===== config.mk =====
export PLATFORM = sky130hd
export DESIGN_NAME = serial_switch_command_parser
export DESIGN_NICKNAME = d
export VERILOG_FILES = /design/src/rtl/core/sscp_pkg.sv /design/src/rtl/core/sscp_decode.sv /design/src/rtl/core/serial_switch_command_parser.sv
export VERILOG_INCLUDE_DIRS = /design/src /design/src/rtl/core
export SDC_FILE = /design/constraint.sdc
export NUM_CORES = 1
export LEC_CHECK = 0
export BUFFER_PORTS_ARGS = -buffer_cell sky130_fd_sc_hd__buf_4
export CAP_MARGIN = 20
export CORE_UTILIZATION = 56
export DETAILED_ROUTE_END_ITERATION = 10
export MAX_ROUTING_LAYER = met4
export PLACE_DENSITY = 0.87
export SLEW_MARGIN = 5
export SYNTH_ARGS = -nofsm -noshare
export SYNTH_HDL_FRONTEND = slang
export SYNTH_SLANG_ARGS = --single-unit
export TNS_END_PERCENT = 100

===== constraint.sdc =====
create_clock -name clock -period 2.8 [get_ports clock]
set_clock_uncertainty 0.15 [all_clocks]
set_input_delay 0.56 -clock clock [delete_from_list [all_inputs] [get_ports clock]]
set_output_delay 0.56 -clock clock [all_outputs]
set_load 0.05 [all_outputs]

===== src/rtl/core/serial_switch_command_parser_assert.svh =====
// Assertion macros shared by the serial switch command parser RTL.
`ifndef SERIAL_SWITCH_COMMAND_PARSER_ASSERT_SVH
`define SERIAL_SWITCH_COMMAND_PARSER_ASSERT_SVH

// Same-cycle implication, checked at every clock edge outside reset.
`define SSCP_ASSERT_SAME(label, ante, cons, msg) \
   label: assert property (@(posedge clock) disable iff (reset) (ante) |-> (cons)) \
      else $error(msg);

// Next-cycle implication, checked at every clock edge outside reset.
`define SSCP_ASSERT_NEXT(label, ante, cons, msg) \
   label: assert property (@(posedge clock) disable iff (reset) (ante) |=> (cons)) \
      else $error(msg);

`endif


===== src/rtl/core/sscp_pkg.sv =====
// Types and constants of the serial switch command parser.
package sscp_pkg;

   localparam logic [7:0] SYNC_CHAR    = 8'h55;   // 'U'
   localparam logic [7:0] CHAR_O       = 8'h4F;
   localparam logic [7:0] CHAR_N       = 8'h4E;
   localparam logic [7:0] CHAR_F       = 8'h46;
   localparam logic [7:0] CHAR_UNDER   = 8'h5F;
   localparam logic [7:0] CHAR_ZERO    = 8'h30;
   localparam logic [7:0] CHAR_ONE     = 8'h31;
   localparam logic [7:0] CHAR_TWO     = 8'h32;
   localparam logic [7:0] CHAR_THREE   = 8'h33;
   localparam logic [7:0] CHAR_LED     = 8'h4C;   // 'L'

   localparam int POS_WIDTH   = 4;
   localparam int LATCH_WIDTH = 5;

   localparam logic [POS_WIDTH-1:0] FRAME_LEN   = POS_WIDTH'(2 + 4 + 8);
   localparam logic [POS_WIDTH-1:0] POS_SYNC1   = 4'd1;
   localparam logic [POS_WIDTH-1:0] POS_ADDR3   = 4'd5;
   localparam logic [POS_WIDTH-1:0] POS_TARGET  = 4'd10;
   localparam logic [POS_WIDTH-1:0] POS_OPC0    = 4'd11;
   localparam logic [POS_WIDTH-1:0] POS_OPC1    = 4'd12;
   localparam logic [POS_WIDTH-1:0] POS_LAST    = 4'd13;

   typedef enum logic [2:0] {
      ST_BUSY   = 3'd0,
      ST_DROP   = 3'd1,
      ST_OK     = 3'd2,
      ST_BADTGT = 3'd3,
      ST_BADOPC = 3'd4
   } status_type;

   typedef struct packed {
      status_type             status;
      logic [LATCH_WIDTH-1:0] latch_bits;
   } decode_result_type;

endpackage


===== src/rtl/core/sscp_decode.sv =====
// Frame decode: opcode and target check, latch update for a finished frame.
module sscp_decode
   import sscp_pkg::*;
(
   input  logic [7:0]             target_char,
   input  logic [15:0]            opcode_chars,
   input  logic [7:0]             last_char,
   input  logic [LATCH_WIDTH-1:0] latch_bits,
   output decode_result_type      result
);

   logic                   op_on;
   logic                   op_off;
   logic                   target_ok;
   logic [LATCH_WIDTH-1:0] target_mask;

   assign op_on  = (opcode_chars[7:0] == CHAR_O) && (opcode_chars[15:8] == CHAR_N)
                   && (last_char == CHAR_UNDER);
   assign op_off = (opcode_chars[7:0] == CHAR_O) && (opcode_chars[15:8] == CHAR_F)
                   && (last_char == CHAR_F);

   always_comb begin
      target_ok   = 1'b1;
      target_mask = '0;
      case (target_char)
         CHAR_ZERO:  target_mask = 5'b00001;
         CHAR_ONE:   target_mask = 5'b00010;
         CHAR_TWO:   target_mask = 5'b00100;
         CHAR_THREE: target_mask = 5'b01000;
         CHAR_LED:   target_mask = 5'b10000;
         default:    target_ok   = 1'b0;
      endcase
   end

   always_comb begin
      result.latch_bits = latch_bits;
      if (!op_on && !op_off) begin
         result.status = ST_BADOPC;
      end else if (!target_ok) begin
         result.status = ST_BADTGT;
      end else begin
         result.status = ST_OK;
         if (op_on) begin
            result.latch_bits = latch_bits | target_mask;
         end else begin
            result.latch_bits = latch_bits & ~target_mask;
         end
      end
   end

endmodule


===== src/rtl/core/serial_switch_command_parser.sv =====
// Serial switch command parser top level.
//
// Input channel req_*: one received byte per word on req_rx_byte. Each byte
// advances a 14-byte frame parser: two 'U' sync bytes, four address bytes,
// four ignored bytes, a target byte and a three-byte opcode.
// Result channel rsp_*: one word per input byte, carrying rsp_status
// (0 busy, 1 dropped, 2 ok, 3 bad target, 4 bad opcode) and the five output
// latches after that byte on rsp_switch_states.
// csr_*: csr_write_en writes csr_write_data into the unit address; first
// received address byte is bits 7:0. Write only while the block is idle.
// The result word is valid in the cycle after its byte is accepted.
// Throughput: one byte per cycle when not stalled; parse state is updated
// in the accept cycle and the result sits in a single output register.
// Stall: while rsp_stall holds a waiting result, req_stall is raised; a new
// byte is taken in the same cycle the waiting result is taken.
// Reset: synchronous, active high; parser waits for the first sync byte,
// address match flag set, latches off, unit address zero, no result pending.
`include "serial_switch_command_parser_assert.svh"

module serial_switch_command_parser
   import sscp_pkg::*;
(
   input  logic                   clock,
   input  logic                   reset,
   input  logic                   req_valid,
   output logic                   req_stall,
   input  logic [7:0]             req_rx_byte,
   output logic                   rsp_valid,
   input  logic                   rsp_stall,
   output logic [2:0]             rsp_status,
   output logic [LATCH_WIDTH-1:0] rsp_switch_states,
   input  logic                   csr_write_en,
   input  logic [31:0]            csr_write_data
);

   logic [31:0]            unit_address_ff;
   logic [POS_WIDTH-1:0]   byte_position_ff,  byte_position_in;
   logic                   address_matched_ff, address_matched_in;
   logic [7:0]             target_char_ff,    target_char_in;
   logic [15:0]            opcode_chars_ff,   opcode_chars_in;
   logic [LATCH_WIDTH-1:0] latch_bits_ff,     latch_bits_in;
   logic                   rsp_valid_ff,      rsp_valid_in;
   status_type             rsp_status_ff,     rsp_status_in;
   logic [LATCH_WIDTH-1:0] rsp_states_ff;

   logic                   req_accept;
   logic [POS_WIDTH-1:0]   pos;
   logic [1:0]             addr_index;
   logic [7:0]             want_byte;
   decode_result_type      dec;

   assign req_stall  = rsp_valid_ff && rsp_stall;
   assign req_accept = req_valid && !req_stall;

   assign pos        = (byte_position_ff >= FRAME_LEN) ? '0 : byte_position_ff;
   assign addr_index = pos[1:0] - 2'd2;
   assign want_byte  = unit_address_ff[8*addr_index +: 8];

   sscp_decode u_decode (
      .target_char  (target_char_ff),
      .opcode_chars (opcode_chars_ff),
      .last_char    (req_rx_byte),
      .latch_bits   (latch_bits_ff),
      .result       (dec)
   );

   always_comb begin
      byte_position_in   = byte_position_ff;
      address_matched_in = address_matched_ff;
      target_char_in     = target_char_ff;
      opcode_chars_in    = opcode_chars_ff;
      latch_bits_in      = latch_bits_ff;
      rsp_status_in      = ST_BUSY;
      if (req_accept) begin
         if (pos <= POS_SYNC1) begin
            if (pos == '0) begin
               address_matched_in = 1'b1;
            end
            if (req_rx_byte == SYNC_CHAR) begin
               byte_position_in = pos + 1'b1;
            end else begin
               byte_position_in   = '0;
               address_matched_in = 1'b1;
               rsp_status_in      = ST_DROP;
            end
         end else if (pos <= POS_ADDR3) begin
            if (req_rx_byte != want_byte) begin
               address_matched_in = 1'b0;
            end
            byte_position_in = pos + 1'b1;
         end else if (pos < POS_TARGET) begin
            byte_position_in = pos + 1'b1;
         end else if (pos == POS_TARGET) begin
            target_char_in   = req_rx_byte;
            byte_position_in = pos + 1'b1;
         end else if (pos == POS_OPC0) begin
            opcode_chars_in  = {opcode_chars_ff[15:8], req_rx_byte};
            byte_position_in = pos + 1'b1;
         end else if (pos == POS_OPC1) begin
            opcode_chars_in  = {req_rx_byte, opcode_chars_ff[7:0]};
            byte_position_in = pos + 1'b1;
         end else begin
            if (address_matched_ff) begin
               rsp_status_in = dec.status;
               latch_bits_in = dec.latch_bits;
            end else begin
               rsp_status_in = ST_DROP;
            end
            byte_position_in   = '0;
            address_matched_in = 1'b1;
         end
      end
   end

   assign rsp_valid_in = req_accept || (rsp_valid_ff && rsp_stall);

   always_ff @(posedge clock) begin
      if (reset) begin
         unit_address_ff    <= '0;
         byte_position_ff   <= '0;
         address_matched_ff <= 1'b1;
         target_char_ff     <= '0;
         opcode_chars_ff    <= '0;
         latch_bits_ff      <= '0;
         rsp_valid_ff       <= 1'b0;
      end else begin
         if (csr_write_en) begin
            unit_address_ff <= csr_write_data;
         end
         byte_position_ff   <= byte_position_in;
         address_matched_ff <= address_matched_in;
         target_char_ff     <= target_char_in;
         opcode_chars_ff    <= opcode_chars_in;
         latch_bits_ff      <= latch_bits_in;
         rsp_valid_ff       <= rsp_valid_in;
      end
   end

   always_ff @(posedge clock) begin
      if (req_accept) begin
         rsp_status_ff <= rsp_status_in;
         rsp_states_ff <= latch_bits_in;
      end
   end

   assign rsp_valid         = rsp_valid_ff;
   assign rsp_status        = rsp_status_ff;
   assign rsp_switch_states = rsp_states_ff;

   `SSCP_ASSERT_SAME(a_pos_in_frame, 1'b1, byte_position_ff < FRAME_LEN, "position left frame")
   `SSCP_ASSERT_NEXT(a_last_restarts, req_accept && (pos == POS_LAST),
      (byte_position_ff == '0) && address_matched_ff, "frame end did not restart parser")
   `SSCP_ASSERT_NEXT(a_latch_only_ok, !(req_accept && (rsp_status_in == ST_OK)),
      $stable(latch_bits_ff), "latches changed without a good frame")
   `SSCP_ASSERT_NEXT(a_result_matches_latch, req_accept,
      rsp_valid_ff && (rsp_states_ff == latch_bits_ff), "result latches disagree with state")

endmodule

; ---- After elaboration in Yosys (flattened, before gate mapping)
; Index checks and enable logic that the tools add are counted.
[word_totals]
reg_bits = 75
latch_bits = 0
ramBits = 0
rom_bits = 0
input_bits = 45
output_inout_bits = 10
elab_cells = 104
mem_count = 0
[classes]
n_addsub = 2
multipliers = 0
div_mod_pow = 0
n_lt_le_gt_ge = 4
n_eq_ne = 21
n_shift = 1
mux = 41
n_bitwise = 8
n_reduce_logical = 17
[ops]
columns = operator, n
row1 = "8-bit by 7-bit == test with 1-bit output, second input constant", 7
row2 = 5-bit 2-to-1 mux, 11
row3 = "8-bit by 6-bit == test with 1-bit output, second input constant", 4
row4 = 4-bit 2-to-1 mux, 8
row5 = 32-bit by 6-bit indexed part select with 8-bit output, 1
row6 = 5-bit case mux with 5 select lines, 1
row7 = 3-bit 2-to-1 mux, 8
row8 = "3-bit != test, second input constant", 5
row9 = 7-bit AND reduction, 2
row10 = "4-bit == test, second input constant", 3
row11 = 1-bit 2-to-1 mux, 12
row12 = 8-bit 2-to-1 mux, 1
row13 = 8-bit != test, 1
row14 = 1-bit logical AND, 7
row15 = 6-bit AND reduction, 1
row16 = 5-bit AND, 1
row17 = 1-bit inverter, 5
row18 = 5-bit inverter, 1
row19 = 5-bit bitwise OR, 1
row20 = 5-bit AND reduction, 1
row21 = 5-bit OR reduction, 1
row22 = "4-bit by 1-bit adder with 4-bit output, second input constant", 1
row23 = "4-bit greater-or-equal comparator, second input constant", 1
row24 = "4-bit by 1-bit <= comparator with 1-bit output, second input constant", 1
row25 = other kinds (7), 9

; ---- Depth between registers and ports, before layout
[logic_depth]
ltp_word = 15
depth_mapped = 8
mapped_depth_nobuf = 8

; ---- By module
; From an unflattened synthesis, not the netlist that was laid out.
[hier_totals]
hier_cells = 361
area_unflattened_um2 = 3584.7
[by_module_without_submodules]
columns = mod, instances, cells_each, area_per_inst_um2
row1 = serial_switch_command_parser, 1, 326, 3314.4
row2 = sscp_decode, 1, 35, 270.3

; ---- Worst setup path after synthesis
; No wires, ideal clock.
[synth_path]
kind = reg2reg
startpoint = register rsp_valid_ff, in the netlist rsp_valid
endpoint = register opcode_chars_ff[7]
setup_ns = 0.128
t_arrival_ns = 2.308
required_ns = 2.522
setup_slack_ns = 0.215
stages_incl_launch_ff = 9
n_path_buf = 0
period_less_slack_ns = 2.585
path_cell_list = dfxtp_1 -> and2_1 -> nand2b_1 -> inv_2 -> nand2_1 -> nor2_1 -> nand3_1 -> mux2i_1 -> nor2_1
[synth_between]
elab_chain_cells = 4
[synth_lines]
columns = item, line
row1 = from (decl), serial_switch_command_parser.sv:42  ; logic rsp_valid_ff, rsp_valid_in;
row2 = from (signal assigned), serial_switch_command_parser.sv:135  ; rsp_valid_ff <= rsp_valid_in;
row3 = 1-bit logical AND, serial_switch_command_parser.sv:52  ; assign req_stall = rsp_valid_ff && rsp_stall;
row4 = via req_stall, serial_switch_command_parser.sv:26  ; output logic req_stall,
row5 = 1-bit zero test, serial_switch_command_parser.sv:53  ; assign req_accept = req_valid && !req_stall;
row6 = 1-bit logical AND, serial_switch_command_parser.sv:53
row7 = via req_accept, serial_switch_command_parser.sv:46  ; logic req_accept;
row8 = 6-bit AND reduction (no line), --
row9 = to (signal assigned), serial_switch_command_parser.sv:133  ; opcode_chars_ff <= opcode_chars_in;
row10 = to (decl), serial_switch_command_parser.sv:40  ; logic [15:0] opcode_chars_ff, opcode_chars_in;
; The timed path passes the listed nets, and every way through them passes these cells.
; A chain may end at the register's enable or synchronous reset.

; ---- Final worst setup path
[layout_path]
startpoint = register byte_position_ff[3]
endpoint = register address_matched_ff
[layout_between]
elab_chain_cells = 7
word_cells_on_any_way = 21
classes_between = add/sub: 1 / order compare: 4 / eq/ne: 10 / shift: 1 / mux: 3 / reduce/logical: 2
[layout_lines]
columns = item, line
row1 = from (decl), serial_switch_command_parser.sv:37  ; logic [POS_WIDTH-1:0] byte_position_ff, byte_position_in;
row2 = from (signal assigned), serial_switch_command_parser.sv:130  ; byte_position_ff <= byte_position_in;
row3 = 4-bit greater-or-equal comparator, serial_switch_command_parser.sv:55  ; assign pos = (byte_position_ff >= FRAME_LEN) ? '0 : byte_position_ff;
row4 = 4-bit 2-to-1 mux (*), serial_switch_command_parser.sv:55
row5 = 2-bit subtractor, serial_switch_command_parser.sv:56  ; assign addr_index = pos[1:0] - 2'd2;
row6 = 32-bit by 6-bit indexed part select with 8-bit output, serial_switch_command_parser.sv:57  ; assign want_byte = unit_address_ff[8*addr_index +: 8];
row7 = 8-bit != test, serial_switch_command_parser.sv:87  ; if (req_rx_byte != want_byte) begin
row8 = 3-bit by 2-bit != test with 1-bit output (no line), --
row9 = 7-bit AND reduction (no line), --
row10 = to (signal assigned), serial_switch_command_parser.sv:131  ; address_matched_ff <= address_matched_in;
row11 = to (decl), serial_switch_command_parser.sv:38  ; logic address_matched_ff, address_matched_in;
; Every way passes the cells marked *; elsewhere a longest branch is shown, timed or not.

==> metrics.yaml <==
status: "completed"
synth-seq-cells: 75
p_seq_frac: 0.528
syn_area_um2: 3410
grt_pass1_vias: 2723
yosys-top-cells-area: "dfxtp_1 39%, mux2i_1 17%, nor2_1 8.0%"
nets: 461
track_usage: 0.268
path_class: "reg -> reg"
vias: 2882
dp_hpwl_um: 5300
antenna_found_initial: 0
p_per_area_nw_per_um2: 524
internal_power_mw: 1.62
synth_top_area_frac: 0.393
finalWorstPathRequiredPeriod_ps: 2340
cts_resized: 0
slew_headroom: 0.539
routedWlPerCell_um: 15.6
cts_tree: "built"
drc: 0
gp_congestion: 0.880
ant_nets: 0
ys_warn_count: 0
dr.pass1.iters: 5
grt_max_degree: 68
max_freq_ghz: 0.428
yosysUniqueCellTypes: 53
place.port_buffers: 54
drive_gt1_frac: 0.219
ctsHoldBuffers: 0
finalSetupViolCount: 0
final-seq-area_um2: 1580
overflow: 0
syn_area_per_cell_um2: 9.43
antenna_cells: 0
ios: 55
clockRootBuffer: "clkbuf_8"
combPwrFrac: 0.097
timing.hold.ws_ps: 279
crit_fanout: 9
clockPowerShare: 0.375
syn_nets: 407
clkSlewWorstSetupHoldPaths_ps: 80
worst_slew_pin_slew_ps: 691
hold_viol_final: 0
multi_input_area_um2: 1690
worstSetupEndpointType: "register"
yosysTopAreaCell: "dfxtp_1"
rsz0062_at_grt: "false"
grt_pass1_wl_um: 12800
tns_ps: 0
clkSinkCount: 75
critPathArrivalTime_ps: 2440
start_util: 0.580
die_y_um: 80.1
drv_cap: 0
num_rows: 28
drv_slew: 0
cts-htree-levels: 3
period_share: 0.835
hold_path_class: "in -> reg"
synth_cells: 362
fill_cells: 458
postCtsSetupRepairBufs: 0
place_area_um2: 3910
p_leak_nw: 1.75
net-switching-power_mw: 0.522
drtIter0Drc: 350
crit_required_ps: 2900
synth_seq_area_share: 0.464
drt_wl_total_um: 7720
fin_area_um2: 4090
layout_setup_ws_ps: 463
core_um2: 5890
startpoint_type: "register"
area_growth_pct: 19.9
die_w_um: 80.1
vias_per_cell: 5.81
numCtsBuffers: 9
ir_drop_mv: 0.372
post-place-ws_ps: 331
clock_latency_ps: 350
p_sw_frac: 0.243
dieArea_um2: 6410
cts.path.max_buffers: 2
## path summary, 6_finish.rpt
check / start / end / slack, ps / cells past startpoint
max: byte_position_ff[3] / address_matched_ff / 460 / 7
min reg2reg: latch_bits_ff[3] / latch_bits_ff[3] / 330 / 2
max reg2reg: byte_position_ff[3] / address_matched_ff / 460 / 7
min: req_valid / rsp_valid / 280 / 3
## final cells by class
cell class                 count  area share
clock inverter                 5      0.0131
inverter                      13      0.0119
multi-input combinational    251       0.412
clock buffer                  11      0.0321
tap                           75      0.0229
timing repair buffer          66       0.121
sequential                    75       0.386
## per-stage QoR
stage,util,instances,total power [mW]
after floorplan,-,362,1.28
after global placement,0.664,480,1.36
after detailed placement,0.664,480,1.36
after CTS,0.695,496,2.15
after global routing,0.695,496,2.22
final,0.695,496,2.14
## cells in the final DEF (no fill, tap or decap), types with 3 or more instances in the layout
cell	n
mux2i_1	59
xor2_1	4
edfxtp_1	8
nand3b_1	4
nor3_1	4
o22ai_1	5
nor2_1	73
o21ai_0	3
clkbuf_8	9
nand3_1	13
a21oi_1	9
dfxtp_1	67
buf_4	66
nand4_1	5
nand2_1	14
xnor2_1	5
inv_1	12
nand2b_1	6
and2_1	3
clkinv_2	3
a222oi_1	5
nor4_1	4
## logic make-up after synthesis
| kind of cell | count (synthesis) | synth area share |
|---|---|---|
| xor gates and xnor gates | 9 | 0.0231 |
| DFF | 75 | 0.464 |
| buffers and inverters | 36 | 0.0436 |
| AOI/OAI and AO/OA | 38 | 0.0814 |
| muxes | 59 | 0.173 |
| and+or+nand+nor | 145 | 0.215 |
## per-layer routing
layer,routed length [um],track usage,vias up,part of all wire
met3,394,0.0386,26,0.051
li1,-,-,1391,-
met4,229,0.146,0,0.030
met2,3800,0.427,103,0.49
met1,3300,0.329,1362,0.43
met5,0,-,-,0
## sequential cells by signal (all words and copies together) (netlist names)
register / flops
unit_address_ff: 32
opcode_chars_ff: 16
target_char_ff: 8
latch_bits_ff: 5
rsp_switch_states: 5
byte_position_ff: 4
rsp_status: 3
address_matched_ff: 1
rsp_valid: 1
## power groups by stage
| stage | clock network [mW] | registers, mW | logic [mW] |
|---|---|---|---|
| global placement | 0 | 1.16 | 0.203 |
| CTS | 0.808 | 1.13 | 0.208 |
| global route | 0.859 | 1.14 | 0.224 |
| detailed placement | 0 | 1.16 | 0.207 |
| finish | 0.804 | 1.13 | 0.207 |
| floorplan | 0 | 1.17 | 0.104 |
## Yosys cell counts, drive strengths merged
| cell type | n |
|---|---|
| and2 | 3 |
| mux2i | 59 |
| and2b | 1 |
| or3 | 2 |
| nor3b | 2 |
| o41ai | 1 |
| dfxtp | 67 |
| o22ai | 5 |
| a221oi | 1 |
| a2111oi | 1 |
| xnor2 | 5 |
| nor4b | 2 |
| nor4 | 5 |
| clkbuf | 14 |
| or2 | 1 |
| inv | 13 |
| or4 | 1 |
| buf | 9 |
| nor3 | 5 |
| nor2b | 4 |
| nand3b | 4 |
| nor2 | 73 |
| a21oi | 9 |
| a32o | 1 |
| o311ai | 1 |
| xor2 | 4 |
| a31oi | 1 |
| nand4 | 5 |
| o21ai | 4 |
| a22o | 3 |
| nor4bb | 2 |
| a311oi | 1 |
| o31ai | 1 |
| nand2b | 6 |
| a222oi | 5 |
| edfxtp | 8 |
| nand3 | 13 |
| nand4b | 2 |
| nand2 | 14 |
| o221ai | 2 |
| a31o | 2 |
## critical path, stage by stage (launching register included)
cell      delay [ps]
dfxtp_1          330
and2_1           380
buf_4            230
o22ai_1           80
a222oi_1         400
xnor2_1          170
nand4_1          130
o41ai_1          360
(Power assumes the default switching activity.)
